`config.mk`:
```
export PLATFORM = sky130hd
export DESIGN_NAME = fbaa_mdu
export DESIGN_NICKNAME = d
export VERILOG_FILES = /design/src/rtl/fbaa_pkg.sv /design/src/rtl/fbaa_mdu.sv
export SDC_FILE = /design/constraint.sdc
export NUM_CORES = 1
export LEC_CHECK = 0
export BUFFER_PORTS_ARGS = -buffer_cell sky130_fd_sc_hd__clkbuf_2
export CAP_MARGIN = 20
export CELL_PAD_IN_SITES_DETAIL_PLACEMENT = 1
export CELL_PAD_IN_SITES_GLOBAL_PLACEMENT = 1
export CORE_MARGIN = 2
export CORE_UTILIZATION = 40
export DETAILED_ROUTE_END_ITERATION = 10
export PLACE_DENSITY_LB_ADDON = 0.1
export SYNTH_ARGS = -nofsm -noshare
export SYNTH_HDL_FRONTEND = slang
export SYNTH_SLANG_ARGS = --single-unit
```
`constraint.sdc`:
```
create_clock -name i_clk -period 2.9 [get_ports i_clk]
set_input_delay 0.435 -clock i_clk [delete_from_list [all_inputs] [get_ports i_clk]]
set_output_delay 0.435 -clock i_clk [all_outputs]
set_load 0.02 [all_outputs]
```
`src/rtl/fbaa_pkg.sv`:
```
// Package: shared types and constants for the fixed block arena allocator.
package fbaa_pkg;

    localparam int unsigned MAX_BLOCKS = 1024;
    localparam int unsigned COUNT_W  = 11;
    localparam int unsigned SIZE_W   = 13;
    localparam int unsigned IDX_W    = 10;
    localparam int unsigned OFF_W    = 22;
    localparam int unsigned WORD_W   = 64;
    localparam int unsigned WIDX_W   = 4;
    localparam int unsigned BOFF_W   = 32;
    localparam int unsigned FCNT_W   = 7;
    localparam int unsigned BIT_W    = 6;

    localparam logic [0:0] REG_BLOCK_COUNT = 1'b0;
    localparam logic [0:0] REG_BLOCK_SIZE  = 1'b1;

    typedef enum logic [1:0] {
        OP_INIT  = 2'd0,
        OP_ALLOC = 2'd1,
        OP_QUERY = 2'd2,
        OP_SWEEP = 2'd3
    } t_opcode;

    typedef struct packed {
        t_opcode             opcode;
        logic [WIDX_W-1:0]   group_sel;
        logic [WORD_W-1:0]   alive_mask;
        logic [BOFF_W-1:0]   byte_offset;
    } t_in_item;

    typedef struct packed {
        logic                success;
        logic [IDX_W-1:0]    block_index;
        logic [OFF_W-1:0]    block_offset;
        logic [WORD_W-1:0]   freed_mask;
        logic [FCNT_W-1:0]   free_total;
        logic                full_res;
        logic                empty_res;
    } t_out_item;

    typedef enum logic [3:0] {
        ST_IDLE,
        ST_INIT,
        ST_ALLOC_RD,
        ST_ALLOC_WAIT,
        ST_ALLOC_MUL,
        ST_QUERY_MUL,
        ST_QUERY_DIV,
        ST_QUERY_CHK,
        ST_SWEEP_RD,
        ST_SWEEP_SCAN,
        ST_OUT
    } t_state;

    // Control from the sequencer to the shared multiply/divide unit
    typedef struct packed {
        logic                start_mul;
        logic                start_div;
    } t_mdu_ctrl;

    typedef struct packed {
        logic                busy;
        logic                done;
    } t_mdu_stat;

endpackage

```
`src/rtl/fbaa_mdu.sv`:
```
// Shared shift-add multiplier and restoring divider, one bit per cycle.
module fbaa_mdu
    import fbaa_pkg::*;
(
    input  logic                i_clk,
    input  logic                i_rst_n,
    input  t_mdu_ctrl           i_ctrl,
    input  logic [BOFF_W-1:0]   i_a,
    input  logic [SIZE_W-1:0]   i_b,
    output t_mdu_stat           o_stat,
    output logic [BOFF_W-1:0]   o_quot,
    output logic [SIZE_W-1:0]   o_rem,
    output logic [BOFF_W-1:0]   o_prod
);
    localparam int unsigned CNT_W = $clog2(BOFF_W + 1);

    logic               r_busy, n_busy;
    logic               r_done, n_done;
    logic               r_is_div, n_is_div;
    logic [CNT_W-1:0]   r_cnt, n_cnt;
    logic [BOFF_W-1:0]  r_acc, n_acc;
    logic [SIZE_W-1:0]  r_rem, n_rem;
    logic [BOFF_W-1:0]  r_a, n_a;
    logic [SIZE_W-1:0]  r_b, n_b;
    logic [SIZE_W:0]    w_trial;
    logic [SIZE_W:0]    w_sub;

    always_ff @(posedge i_clk) begin
        if (!i_rst_n) begin
            r_busy <= 1'b0;
            r_done <= 1'b0;
        end else begin
            r_busy <= n_busy;
            r_done <= n_done;
        end
        r_is_div <= n_is_div;
        r_cnt    <= n_cnt;
        r_acc    <= n_acc;
        r_rem    <= n_rem;
        r_a      <= n_a;
        r_b      <= n_b;
    end

    // Multiply: shift multiplier bits (r_b) out LSB first, add shifted a.
    // Divide: shift dividend in MSB first, compare-subtract per step.
    always_comb begin
        n_busy   = r_busy;
        n_done   = 1'b0;
        n_is_div = r_is_div;
        n_cnt    = r_cnt;
        n_acc    = r_acc;
        n_rem    = r_rem;
        n_a      = r_a;
        n_b      = r_b;
        w_trial  = {r_rem, r_a[BOFF_W-1]};
        w_sub    = w_trial - {1'b0, r_b};
        if (i_ctrl.start_mul) begin
            n_busy   = 1'b1;
            n_is_div = 1'b0;
            n_cnt    = CNT_W'(SIZE_W);
            n_acc    = '0;
            n_a      = i_a;
            n_b      = i_b;
        end else if (i_ctrl.start_div) begin
            n_busy   = 1'b1;
            n_is_div = 1'b1;
            n_cnt    = CNT_W'(BOFF_W);
            n_acc    = '0;
            n_rem    = '0;
            n_a      = i_a;
            n_b      = i_b;
        end else if (r_busy) begin
            if (r_is_div) begin
                n_a = {r_a[BOFF_W-2:0], 1'b0};
                // remainder stays below the divisor, so the top bit is zero
                if (w_trial >= {1'b0, r_b}) begin
                    n_rem = w_sub[SIZE_W-1:0];
                    n_acc = {r_acc[BOFF_W-2:0], 1'b1};
                end else begin
                    n_rem = w_trial[SIZE_W-1:0];
                    n_acc = {r_acc[BOFF_W-2:0], 1'b0};
                end
            end else begin
                if (r_b[0]) begin
                    n_acc = r_acc + r_a;
                end
                n_a = {r_a[BOFF_W-2:0], 1'b0};
                n_b = {1'b0, r_b[SIZE_W-1:1]};
            end
            n_cnt = r_cnt - 1'b1;
            if (r_cnt == CNT_W'(1)) begin
                n_busy = 1'b0;
                n_done = 1'b1;
            end
        end
    end

    assign o_stat.busy = r_busy;
    assign o_stat.done = r_done;
    assign o_quot      = r_acc;
    assign o_prod      = r_acc;
    assign o_rem       = r_rem;

`ifndef NO_ASSERTIONS
    a_no_double_start: assert property (@(posedge i_clk) disable iff (!i_rst_n)
        !(i_ctrl.start_mul && i_ctrl.start_div))
        else $error("mul and div started together");
    a_done_after_busy: assert property (@(posedge i_clk) disable iff (!i_rst_n)
        r_done |-> $past(r_busy))
        else $error("done without prior busy");
    a_no_start_busy: assert property (@(posedge i_clk) disable iff (!i_rst_n)
        r_busy |-> !(i_ctrl.start_mul || i_ctrl.start_div))
        else $error("start while busy");
`endif
endmodule

```
### Word level (Yosys, flattened, before mapping)

Cells that the tools add are included.

| storage, ports and cells | value |
|---|---|
| flip-flop bits (word level) | 99 |
| input bits | 49 |
| output and inout bits | 79 |
| logic and storage cells | 47 |

| operators by class | value |
|---|---|
| add/sub/neg operators | 3 |
| $lt $le $gt $ge | 1 |
| equal/unequal tests | 2 |
| multiplexer cells | 20 |
| bitwise gates (word level) | 3 |
| reductions and logical operators | 9 |

Operators by type and width:

| cell | count |
|---|---|
| 32-bit two-way mux | 5 |
| 13-bit two-way mux | 7 |
| 32-bit adder | 1 |
| 14-bit by 13-bit >= comparator with 1-bit output | 1 |
| 13-bit subtractor | 1 |
| 6-bit two-way mux | 2 |
| 6-bit by 1-bit equality test with 1-bit output, second input constant | 1 |
| 1-bit two-way mux | 6 |
| 2-bit nonzero test | 3 |
| 6-bit by 1-bit subtractor with 6-bit output, second input constant | 1 |
| 2-bit AND reduction | 2 |
| 4-bit OR reduction | 1 |
| 3-bit inequality test, second input constant | 1 |
| 1-bit NOT | 3 |
| 3-bit AND reduction | 1 |
| 3-bit nonzero test | 1 |
| 2-bit OR reduction | 1 |

### Logic depth before layout (Yosys ltp)

Gate-level depths: netlist (run 1).

| depth | value |
|---|---|
| depth in word-level cells | 5 |
| mapped depth | 12 |
| depth with buffers taken out | 11 |

### Worst setup path after synthesis (run 1)

No wires, ideal clock.

| timing path | value |
|---|---|
| path type | flip-flop to flip-flop |
| start point | reg r_a[31] |
| end point | reg r_rem[11] (netlist: o_rem[11]), data pin |
| setup time | 147 ps |
| arrival time | 2463 ps |
| required time | 2753 ps |
| path slack | 290 ps |
| stages on the path, launching flop included | 13 |
| buffers on the path | 1 |
| clock period less this slack | 2610 ps |
| path through | edfxtp_1 > inv_1 > ha_1 > fa_1 > nor2b_1 > o21ai_1 > a21oi_1 > o21ai_2 > a311oi_2 > o41a_1 > buf_2 > o211ai_1 > a21oi_1 |

| on the way | value |
|---|---|
| longest elaborated chain between the ends | 4 |
| elaborated cells between the ends (all ways) | 5 |
| classes of those cells | 1 x add/sub; 1 x order compare; 3 x mux |

RTL lines:

| item | RTL line | source |
|---|---|---|
| start, declared | fbaa_mdu.sv:23 | `logic [BOFF_W-1:0] r_a, n_a;` |
| start signal, assigned | fbaa_mdu.sv:40 | `r_a <= n_a;` |
| 13-bit subtractor or 14-bit by 13-bit >= comparator with 1-bit output (tied branches) | fbaa_mdu.sv:56, fbaa_mdu.sv:76 |  |
| 13-bit two-way mux (*) | fbaa_mdu.sv:76 | `if (w_trial >= {1'b0, r_b}) begin` |
| 13-bit two-way mux (*) | fbaa_mdu.sv:73 | `if (r_is_div) begin` |
| 13-bit two-way mux (*) | fbaa_mdu.sv:72 | `end else if (r_busy) begin` |
| end signal, assigned | fbaa_mdu.sv:39 | `r_rem <= n_rem;` |
| end, declared | fbaa_mdu.sv:22 | `logic [SIZE_W-1:0] r_rem, n_rem;` |

Mark *: on every way between the ends. The rest lies on a longest branch, timed or not. The select of a mux whose other input is x is not followed.
A chain may end at the register's enable or synchronous reset.

### Worst setup path after layout (run 1)

| timing path | value |
|---|---|
| start point | reg r_b[0] |
| end point | reg r_rem[0] (netlist: o_rem[0]), data pin |

| on the way | value |
|---|---|
| longest elaborated chain between the ends | 4 |
| elaborated cells between the ends (all ways) | 5 |
| classes of those cells | 1 x add/sub; 1 x order compare; 3 x mux |

RTL lines:

| item | RTL line | source |
|---|---|---|
| start, declared | fbaa_mdu.sv:24 | `logic [SIZE_W-1:0] r_b, n_b;` |
| start signal, assigned | fbaa_mdu.sv:41 | `r_b <= n_b;` |
| 13-bit subtractor or 14-bit by 13-bit >= comparator with 1-bit output (tied branches) | fbaa_mdu.sv:56, fbaa_mdu.sv:76 |  |
| 13-bit two-way mux (*) | fbaa_mdu.sv:76 |  |
| 13-bit two-way mux (*) | fbaa_mdu.sv:73 |  |
| 13-bit two-way mux (*) | fbaa_mdu.sv:72 |  |

Marks and branches as above.

==> results.md, run 1 <==
- Status: finished, final reports clean
- DR iter-0 viols: between 300 and 400
- Synth area leaders: edfxtp_1, dfxtp_1, nand2_1
- Vias in the first global route: 6541
- Number of I/O pins: 128
- Mapped Area: between 6000 and 7000 sq um
- Final hold violation count: 0
- Levels on crit path: 11
- Top cell by count, worst path: o21ai_2
- CP peak stage delay: about 0.43 ns
- Post-Syn Area per Cell: around 8.4 sq um
- Layout net count: 1021
- Largest net degree at the start of global routing: 68
- Iteration count of the initial detailed-routing pass: 6
- Non-filler cells, final: 1154
- Port Buffer Count: approximately 130
- Slew @ Worst Pin: 0.687 ns
- CP max stage cell: edfxtp_1
- RSZ-0062 raised after global routing: yes
- Total gr overflow: 0
- PwrDens: around 510 nW/um^2
- Routed Antenna Nets: 0
- Slew headroom: about 54%
- Mapped Cells: 830
- Clk sink count: between 90 and 100
- FF/Latch Area: 2560 sq um
- All-Layer GR Usage: between 20% and 30%
- Top-count cell post-synth: nand2_1
- Period minus WS final: between 2 and 3 ns
- Post-route DRC violation count: 0
- Worst ir drop on vdd: around 0.31 mV
- Crit path launch type: register
- Setup CP Type: register to register
- EDFF count, synth: 58
- Seq/Total Area, Yosys: 36.9%
- Final Wtd Congestion: 0.851
- Starting density of the core: roughly two fifths
- DR WL/cell: ~18 um
- HP Class: input pin to register
- CP top delay family: compound AO/OA/AOI/OAI gates
- Clock slew at reported path FFs: around 0.070 ns
- CTS tree: yes
- Worst Path Max Fanout: 6
- Worst path required time: around 3 ns
- Root Buffer: clkbuf_16
- Skew final: approximately 0.012 ns
- Hold depth: 3
- H-tree depth: 3
- Most common library cells after synthesis: nand2_1, a21oi_1, edfxtp_1
- First-pass GRT wire length: roughly 33000 um
- CP endpoint kind: register
- Fin crit share: 94.8%
- Hold WS: approximately 0.32 ns
- Static Leak: roughly 3.7 nW
- Worst-case reg-to-reg path depth: 11
- Share of post-route cells with drive strength above 1: a little over a fifth
- Final Max Slew Viols: 0
- Number of CTS-inserted buffers: 9
- Vias post-DR: 6418
- Top FF cell, synth: edfxtp_1
- Ordered cell list for the critical path: ha_1 -> fa_2 -> nor2b_1 -> o21ai_2 -> a21oi_2 -> o21ai_2 -> a311oi_2 -> o41a_1 -> buf_4 -> nor3_1 -> a211oi_1
- Yosys cell types: between 60 and 70
- Diodes inserted: 0
- CP Data Arrival Time: roughly 2.9 ns
- Cell taking the most area after synthesis: edfxtp_1
- Fmax: between 0.3 and 0.4 GHz
- Max-Cap Viols: 0
- Area of the multi-input gates: between 3000 and 4000 sq um
- Vias/cell: around 5.6
- Core box area: 17100 sq um
- Die extent in x: ~140 um
- Synth Warn #: 0
- Synthesized flop and latch total: between 90 and 100
- Initial antenna violation count: 0
- Die area: ~18000 sq um
- Buf/Inv on CP: 1
- Routed wire length: ~21000 um
- Worst-skew pair later-pin latency: ~0.36 ns
- Die H: approximately 140 um
- Post-cts hold buffer count: 0
- Post-synth top area share: between 20% and 30%
- Post-synthesis net count: about 900
- Final Util: approximately 47%
- Final HPWL DP: ~15000 um
- Finish-stage setup viols: 0
- Clock Tree Buf Depth: 2
- Fillers: approximately 2100
- Row count: 48
- Async set-reset flop share out of synthesis: 0%
- Area delta synth->final: 16.0%
- Dpl cells: 1136
==> routing by layer <==
metal / vias to the layer above / part of all wire, % / global-route usage, %
met3: 21 / 2.6 / 2.81
met4: 0 / 1.4 / 6.83
met2: 117 / 49 / 38.8
met1: 3152 / 47 / 30.4
li1: 3128 / - / -
met5: - / 0 / 0
==> path summary, 6_finish.rpt <==
check / slack [ns] / to / start
max: 0.15 / o_rem[0] / r_b[0]
min: 0.32 / r_done / i_rst_n
max reg2reg: 0.15 / o_rem[0] / r_b[0]
min reg2reg: 0.52 / r_cnt[1] / r_cnt[1]
==> final cells by class <==
class / instances / area share (%)
multi-input cells: 625 / 48.3
flip-flops and latches: 99 / 31.8
repair buffers: 160 / 11.3
well taps: 225 / 3.49
clock buffers: 9 / 2.80
inverters: 29 / 1.35
clock inverters: 7 / 0.916
==> repair_timing <==
item                       in CTS  in global routing
resized for setup               1                  8
pin swaps                       1                  5
setup endpoints to repair      14                 17
buffers inserted                1                  1
==> worst min-delay path, cell delays in order <==
cell and delay (ns):
clkbuf_2 0.09, nand3_1 0.07, nor2_1 0.04
==> flip-flops by register name (all words and copies together) (netlist names) <==
register,flops
r_busy,1
o_rem,13
o_prod,32
r_done,1
r_cnt,6
r_b,13
r_is_div,1
r_a,32
==> report_power, final <==
| group | internal [mW] | total [mW] | switching [mW] | leakage [nW] |
|---|---|---|---|---|
| Clock | 0.677 | 1.26 | 0.585 | 0.148 |
| Combinational | 0.464 | 1.17 | 0.705 | 2.63 |
| Sequential | 1.62 | 1.71 | 0.0952 | 0.934 |
==> placed cells by master, fill, tap and decap left out, types with 7 or more instances in the layout <==
master	count
nand2_1	165
clkbuf_2	127
a21oi_1	58
edfxtp_1	58
o21ai_0	46
ha_1	46
nor2_1	41
dfxtp_1	40
buf_4	31
inv_1	29
nand3_1	29
xnor2_1	27
a21o_1	20
a31oi_1	16
nor3_1	14
and3_1	12
o211ai_1	10
or3_1	9
o21bai_1	9
o21ai_1	9
clkbuf_16	9
o21a_1	8
xor2_1	7
nand4_1	7
nor2b_1	7
==> through the flow <==
stage / setup WS, ns / setup TNS, ns / power (mW) / instance area (sq um)
after global placement: -0.0951 / -0.561 / 2.85 / 7700
final: 0.152 / 0 / 4.15 / 8060
after detailed placement: -0.297 / -2.82 / 2.89 / 7700
after floorplan: 0.290 / 0 / 2.53 / 6950
after CTS: 0.0153 / 0 / 4.16 / 8010
after global routing: -0.00394 / -0.00394 / 4.37 / 8060
==> cells by family after synthesis <==
family / synth area share [%]
simple gates: 19.7
fa+ha+maj: 8.86
buf+inv: 7.91
mux: 0.883
flops: 36.9
compound gates: 21.5
xor+xnor: 4.29
No activity file was read; power rests on OpenSTA's default activity.
==> run 2, diff against run 1 <==
--- a/config.mk
+++ b/config.mk
@@ -10,9 +10,10 @@
 export CELL_PAD_IN_SITES_DETAIL_PLACEMENT = 1
 export CELL_PAD_IN_SITES_GLOBAL_PLACEMENT = 1
 export CORE_MARGIN = 2
-export CORE_UTILIZATION = 40
+export CORE_UTILIZATION = 38
 export DETAILED_ROUTE_END_ITERATION = 10
 export PLACE_DENSITY_LB_ADDON = 0.1
+export SLEW_MARGIN = 40
 export SYNTH_ARGS = -nofsm -noshare
 export SYNTH_HDL_FRONTEND = slang
 export SYNTH_SLANG_ARGS = --single-unit
==> constraint.sdc (replaced) <==
create_clock -name i_clk -period 2.44 [get_ports i_clk]
set_input_delay 0.366 -clock i_clk [delete_from_list [all_inputs] [get_ports i_clk]]
set_output_delay 0.366 -clock i_clk [all_outputs]
set_load 0.02 [all_outputs]
==> results.md, run 2 (same netlist as run 1, synthesis figures left out) <==
- Status: finished, violations left (was finished, final reports clean)
- Failing checks: negative setup slack
- Vias post-DR: 6938 (was 6418)
- Finish-stage setup viols: 27 (was 0)
- Post-cts hold buffer count: 0 (unchanged)
- Worst Path Max Fanout: 5 (was 6)
- Diodes inserted: 0 (unchanged)
- Fin crit share: 108% (was 94.8%)
- Total gr overflow: 0 (unchanged)
- Final HPWL DP: 16600 um (was 15100 um)
- Worst path required time: 2.66 ns (was 3.07 ns)
- Period minus WS final: 2.64 ns (was 2.75 ns)
- Iteration count of the initial detailed-routing pass: 4 (was 6)
- Top cell by count, worst path: o21ai_2 (unchanged)
- Clock slew at reported path FFs: 0.08 ns (was 0.07 ns)
- Crit path launch type: register (unchanged)
- Die area: 19400 sq um (was 18400 sq um)
- Setup CP Type: register to register (unchanged)
- Ordered cell list for the critical path: ha_2 -> fa_2 -> nor2b_2 -> o21ai_2 -> a21oi_2 -> o21ai_2 -> a311oi_2 -> o41ai_4 -> a211o_1 -> a21oi_4 (was ha_1 -> fa_2 -> nor2b_1 -> o21ai_2 -> a21oi_2 -> o21ai_2 -> a311oi_2 -> o41a_1 -> buf_4 -> nor3_1 -> a211oi_1)
- Clk sink count: 99 (unchanged)
- Final Wtd Congestion: 0.865 (was 0.851)
- Slew headroom: 67.1% (was 54.2%)
- Commonest cells after routing, fill and taps aside: nand2_1, clkbuf_2, buf_4 (was nand2_1, clkbuf_2, a21oi_1, edfxtp_1)
- Setup ws final: -0.200 ns (was 0.152 ns)
- Number of CTS-inserted buffers: 9 (unchanged)
- Slew @ Worst Pin: 0.488 ns (was 0.687 ns)
- Area delta synth->final: 36.0% (was 16.0%)
- CTS tree: yes (unchanged)
- Initial antenna violation count: 0 (unchanged)
- Die H: 139 um (was 136 um)
- H-tree depth: 3 (unchanged)
- Worst ir drop on vdd: 0.512 mV (was 0.314 mV)
- CP max stage cell: edfxtp_1 (unchanged)
- Row count: 49 (was 48)
- CP endpoint kind: register (unchanged)
- Vias in the first global route: 7545 (was 6541)
- HP Class: input pin to register (unchanged)
- Final hold violation count: 0 (unchanged)
- Routed Antenna Nets: 0 (unchanged)
- First-pass GRT wire length: 38500 um (was 33500 um)
- Post-Layout Inst Area: 9450 sq um (was 8060 sq um)
- DR iter-0 viols: 373 (was 312)
- Vias/cell: 5.52 (was 5.56)
- Skew final: 0.0111 ns (was 0.0119 ns)
- Die extent in x: 139 um (was 136 um)
- Post-route DRC violation count: 0 (unchanged)
- PwrDens: 564 nW/um^2 (was 515 nW/um^2)
- CP Data Arrival Time: 2.86 ns (was 2.92 ns)
- Number of I/O pins: 128 (unchanged)
- Fmax: 0.379 GHz (was 0.364 GHz)
- DR WL/cell: 19.0 um (was 17.9 um)
- Static Leak: 4.31 nW (was 3.71 nW)
- Layout net count: 1121 (was 1021)
- Placed inst area: 8330 sq um (was 7700 sq um)
- Commonest non-fill, non-tap cell in the layout: nand2_1 (unchanged)
- Clock Tree Buf Depth: 2 (unchanged)
- Root Buffer: clkbuf_16 (unchanged)
- Routed wire length: 23900 um (was 20700 um)
- Worst-skew pair later-pin latency: 0.37 ns (was 0.36 ns)
- Final Util: 52.6% (was 47.1%)
- Max-Cap Viols: 0 (unchanged)
- RSZ-0062 raised after global routing: yes (unchanged)
- Final Max Slew Viols: 0 (unchanged)
- Port Buffer Count: 127 (unchanged)
- Largest net degree at the start of global routing: 44 (was 68)
- Share of post-route cells with drive strength above 1: 37.2% (was 21.7%)
- All-Layer GR Usage: 24.5% (was 22.8%)
- Starting density of the core: 38.7% (was 40.6%)
- Setup TNS: -2.94 ns (was 0 ns)
- Core box area: 18000 sq um (was 17100 sq um)
- CP peak stage delay: 0.41 ns (was 0.43 ns)
-- run 2: cell count changes in the layout (fill, tap and decap cells not counted), moves of 6 or more --
cell     before  now
buf_4        31  125
a21oi_4       0    7
a21oi_1      58   48
nand3_2       0    6
buf_6         0    6
nand3_1      29   21
o21ai_2       3   14
o21ai_0      46   34
ha_4          0   16
ha_1         46   28
-- run 2: per-layer routing --
layer	share of wire, %	track usage (%)	vias to the layer above
li1	-	-	3317
met1	44	31.0	3457
met2	51	42.9	134
met3	3.1	4.07	30
met4	2.0	7.60	0
met5	0	0	-
-- run 2: worst max-delay path: cells and delay by family (launching register included) --
kind	cells	cell delay, ns
DFF	1	0.41
adders and majority gates	2	0.57
AOI/OAI and AO/OA	7	1.36
and+or+nand+nor	1	0.13
-- run 2: power by group --
group | total [mW] | switching [mW] | internal [mW]
sequential | 2.04 | 0.111 | 1.92
clock | 1.43 | 0.704 | 0.726
combinational | 1.86 | 1.04 | 0.824
-- run 2: final timing paths --
path,to,cells after the start,slack [ns],start
max reg2reg,o_rem[5],10,-0.20,r_b[0]
min,r_busy,2,0.25,i_rst_n
max,o_rem[5],10,-0.20,r_b[0]
min reg2reg,r_cnt[1],2,0.52,r_cnt[1]
-- run 2: layout make-up --
type / count / area [sq um]
Fill cell: 2144 / 8520
Tap cell: 229 / 287
Timing Repair Buffer: 260 / 1680
Multi-Input combinational cell: 625 / 4520
Clock buffer: 11 / 243
Sequential cell: 99 / 2560
Inverter: 29 / 109
Clock inverter: 5 / 36.3
-- run 2: repair_timing --
item / CTS / global route
setup endpoints to repair: 29 / 36
pin swaps: 55 / 51
resized for setup: 77 / 48
buffers inserted: 17 / 9
-- run 2: metrics by stage --
step / std cells / worst slack, ns / hold WS [ns] / power, mW
floorplan: 830 / -0.00502 / 0.438 / 3.02
detailed placement: 1219 / -0.387 / 0.513 / 3.61
global placement: 1219 / -0.261 / 0.483 / 3.55
finish: 1258 / -0.200 / 0.248 / 5.33
CTS: 1251 / -0.198 / 0.243 / 5.24
global route: 1258 / -0.308 / 0.272 / 5.61
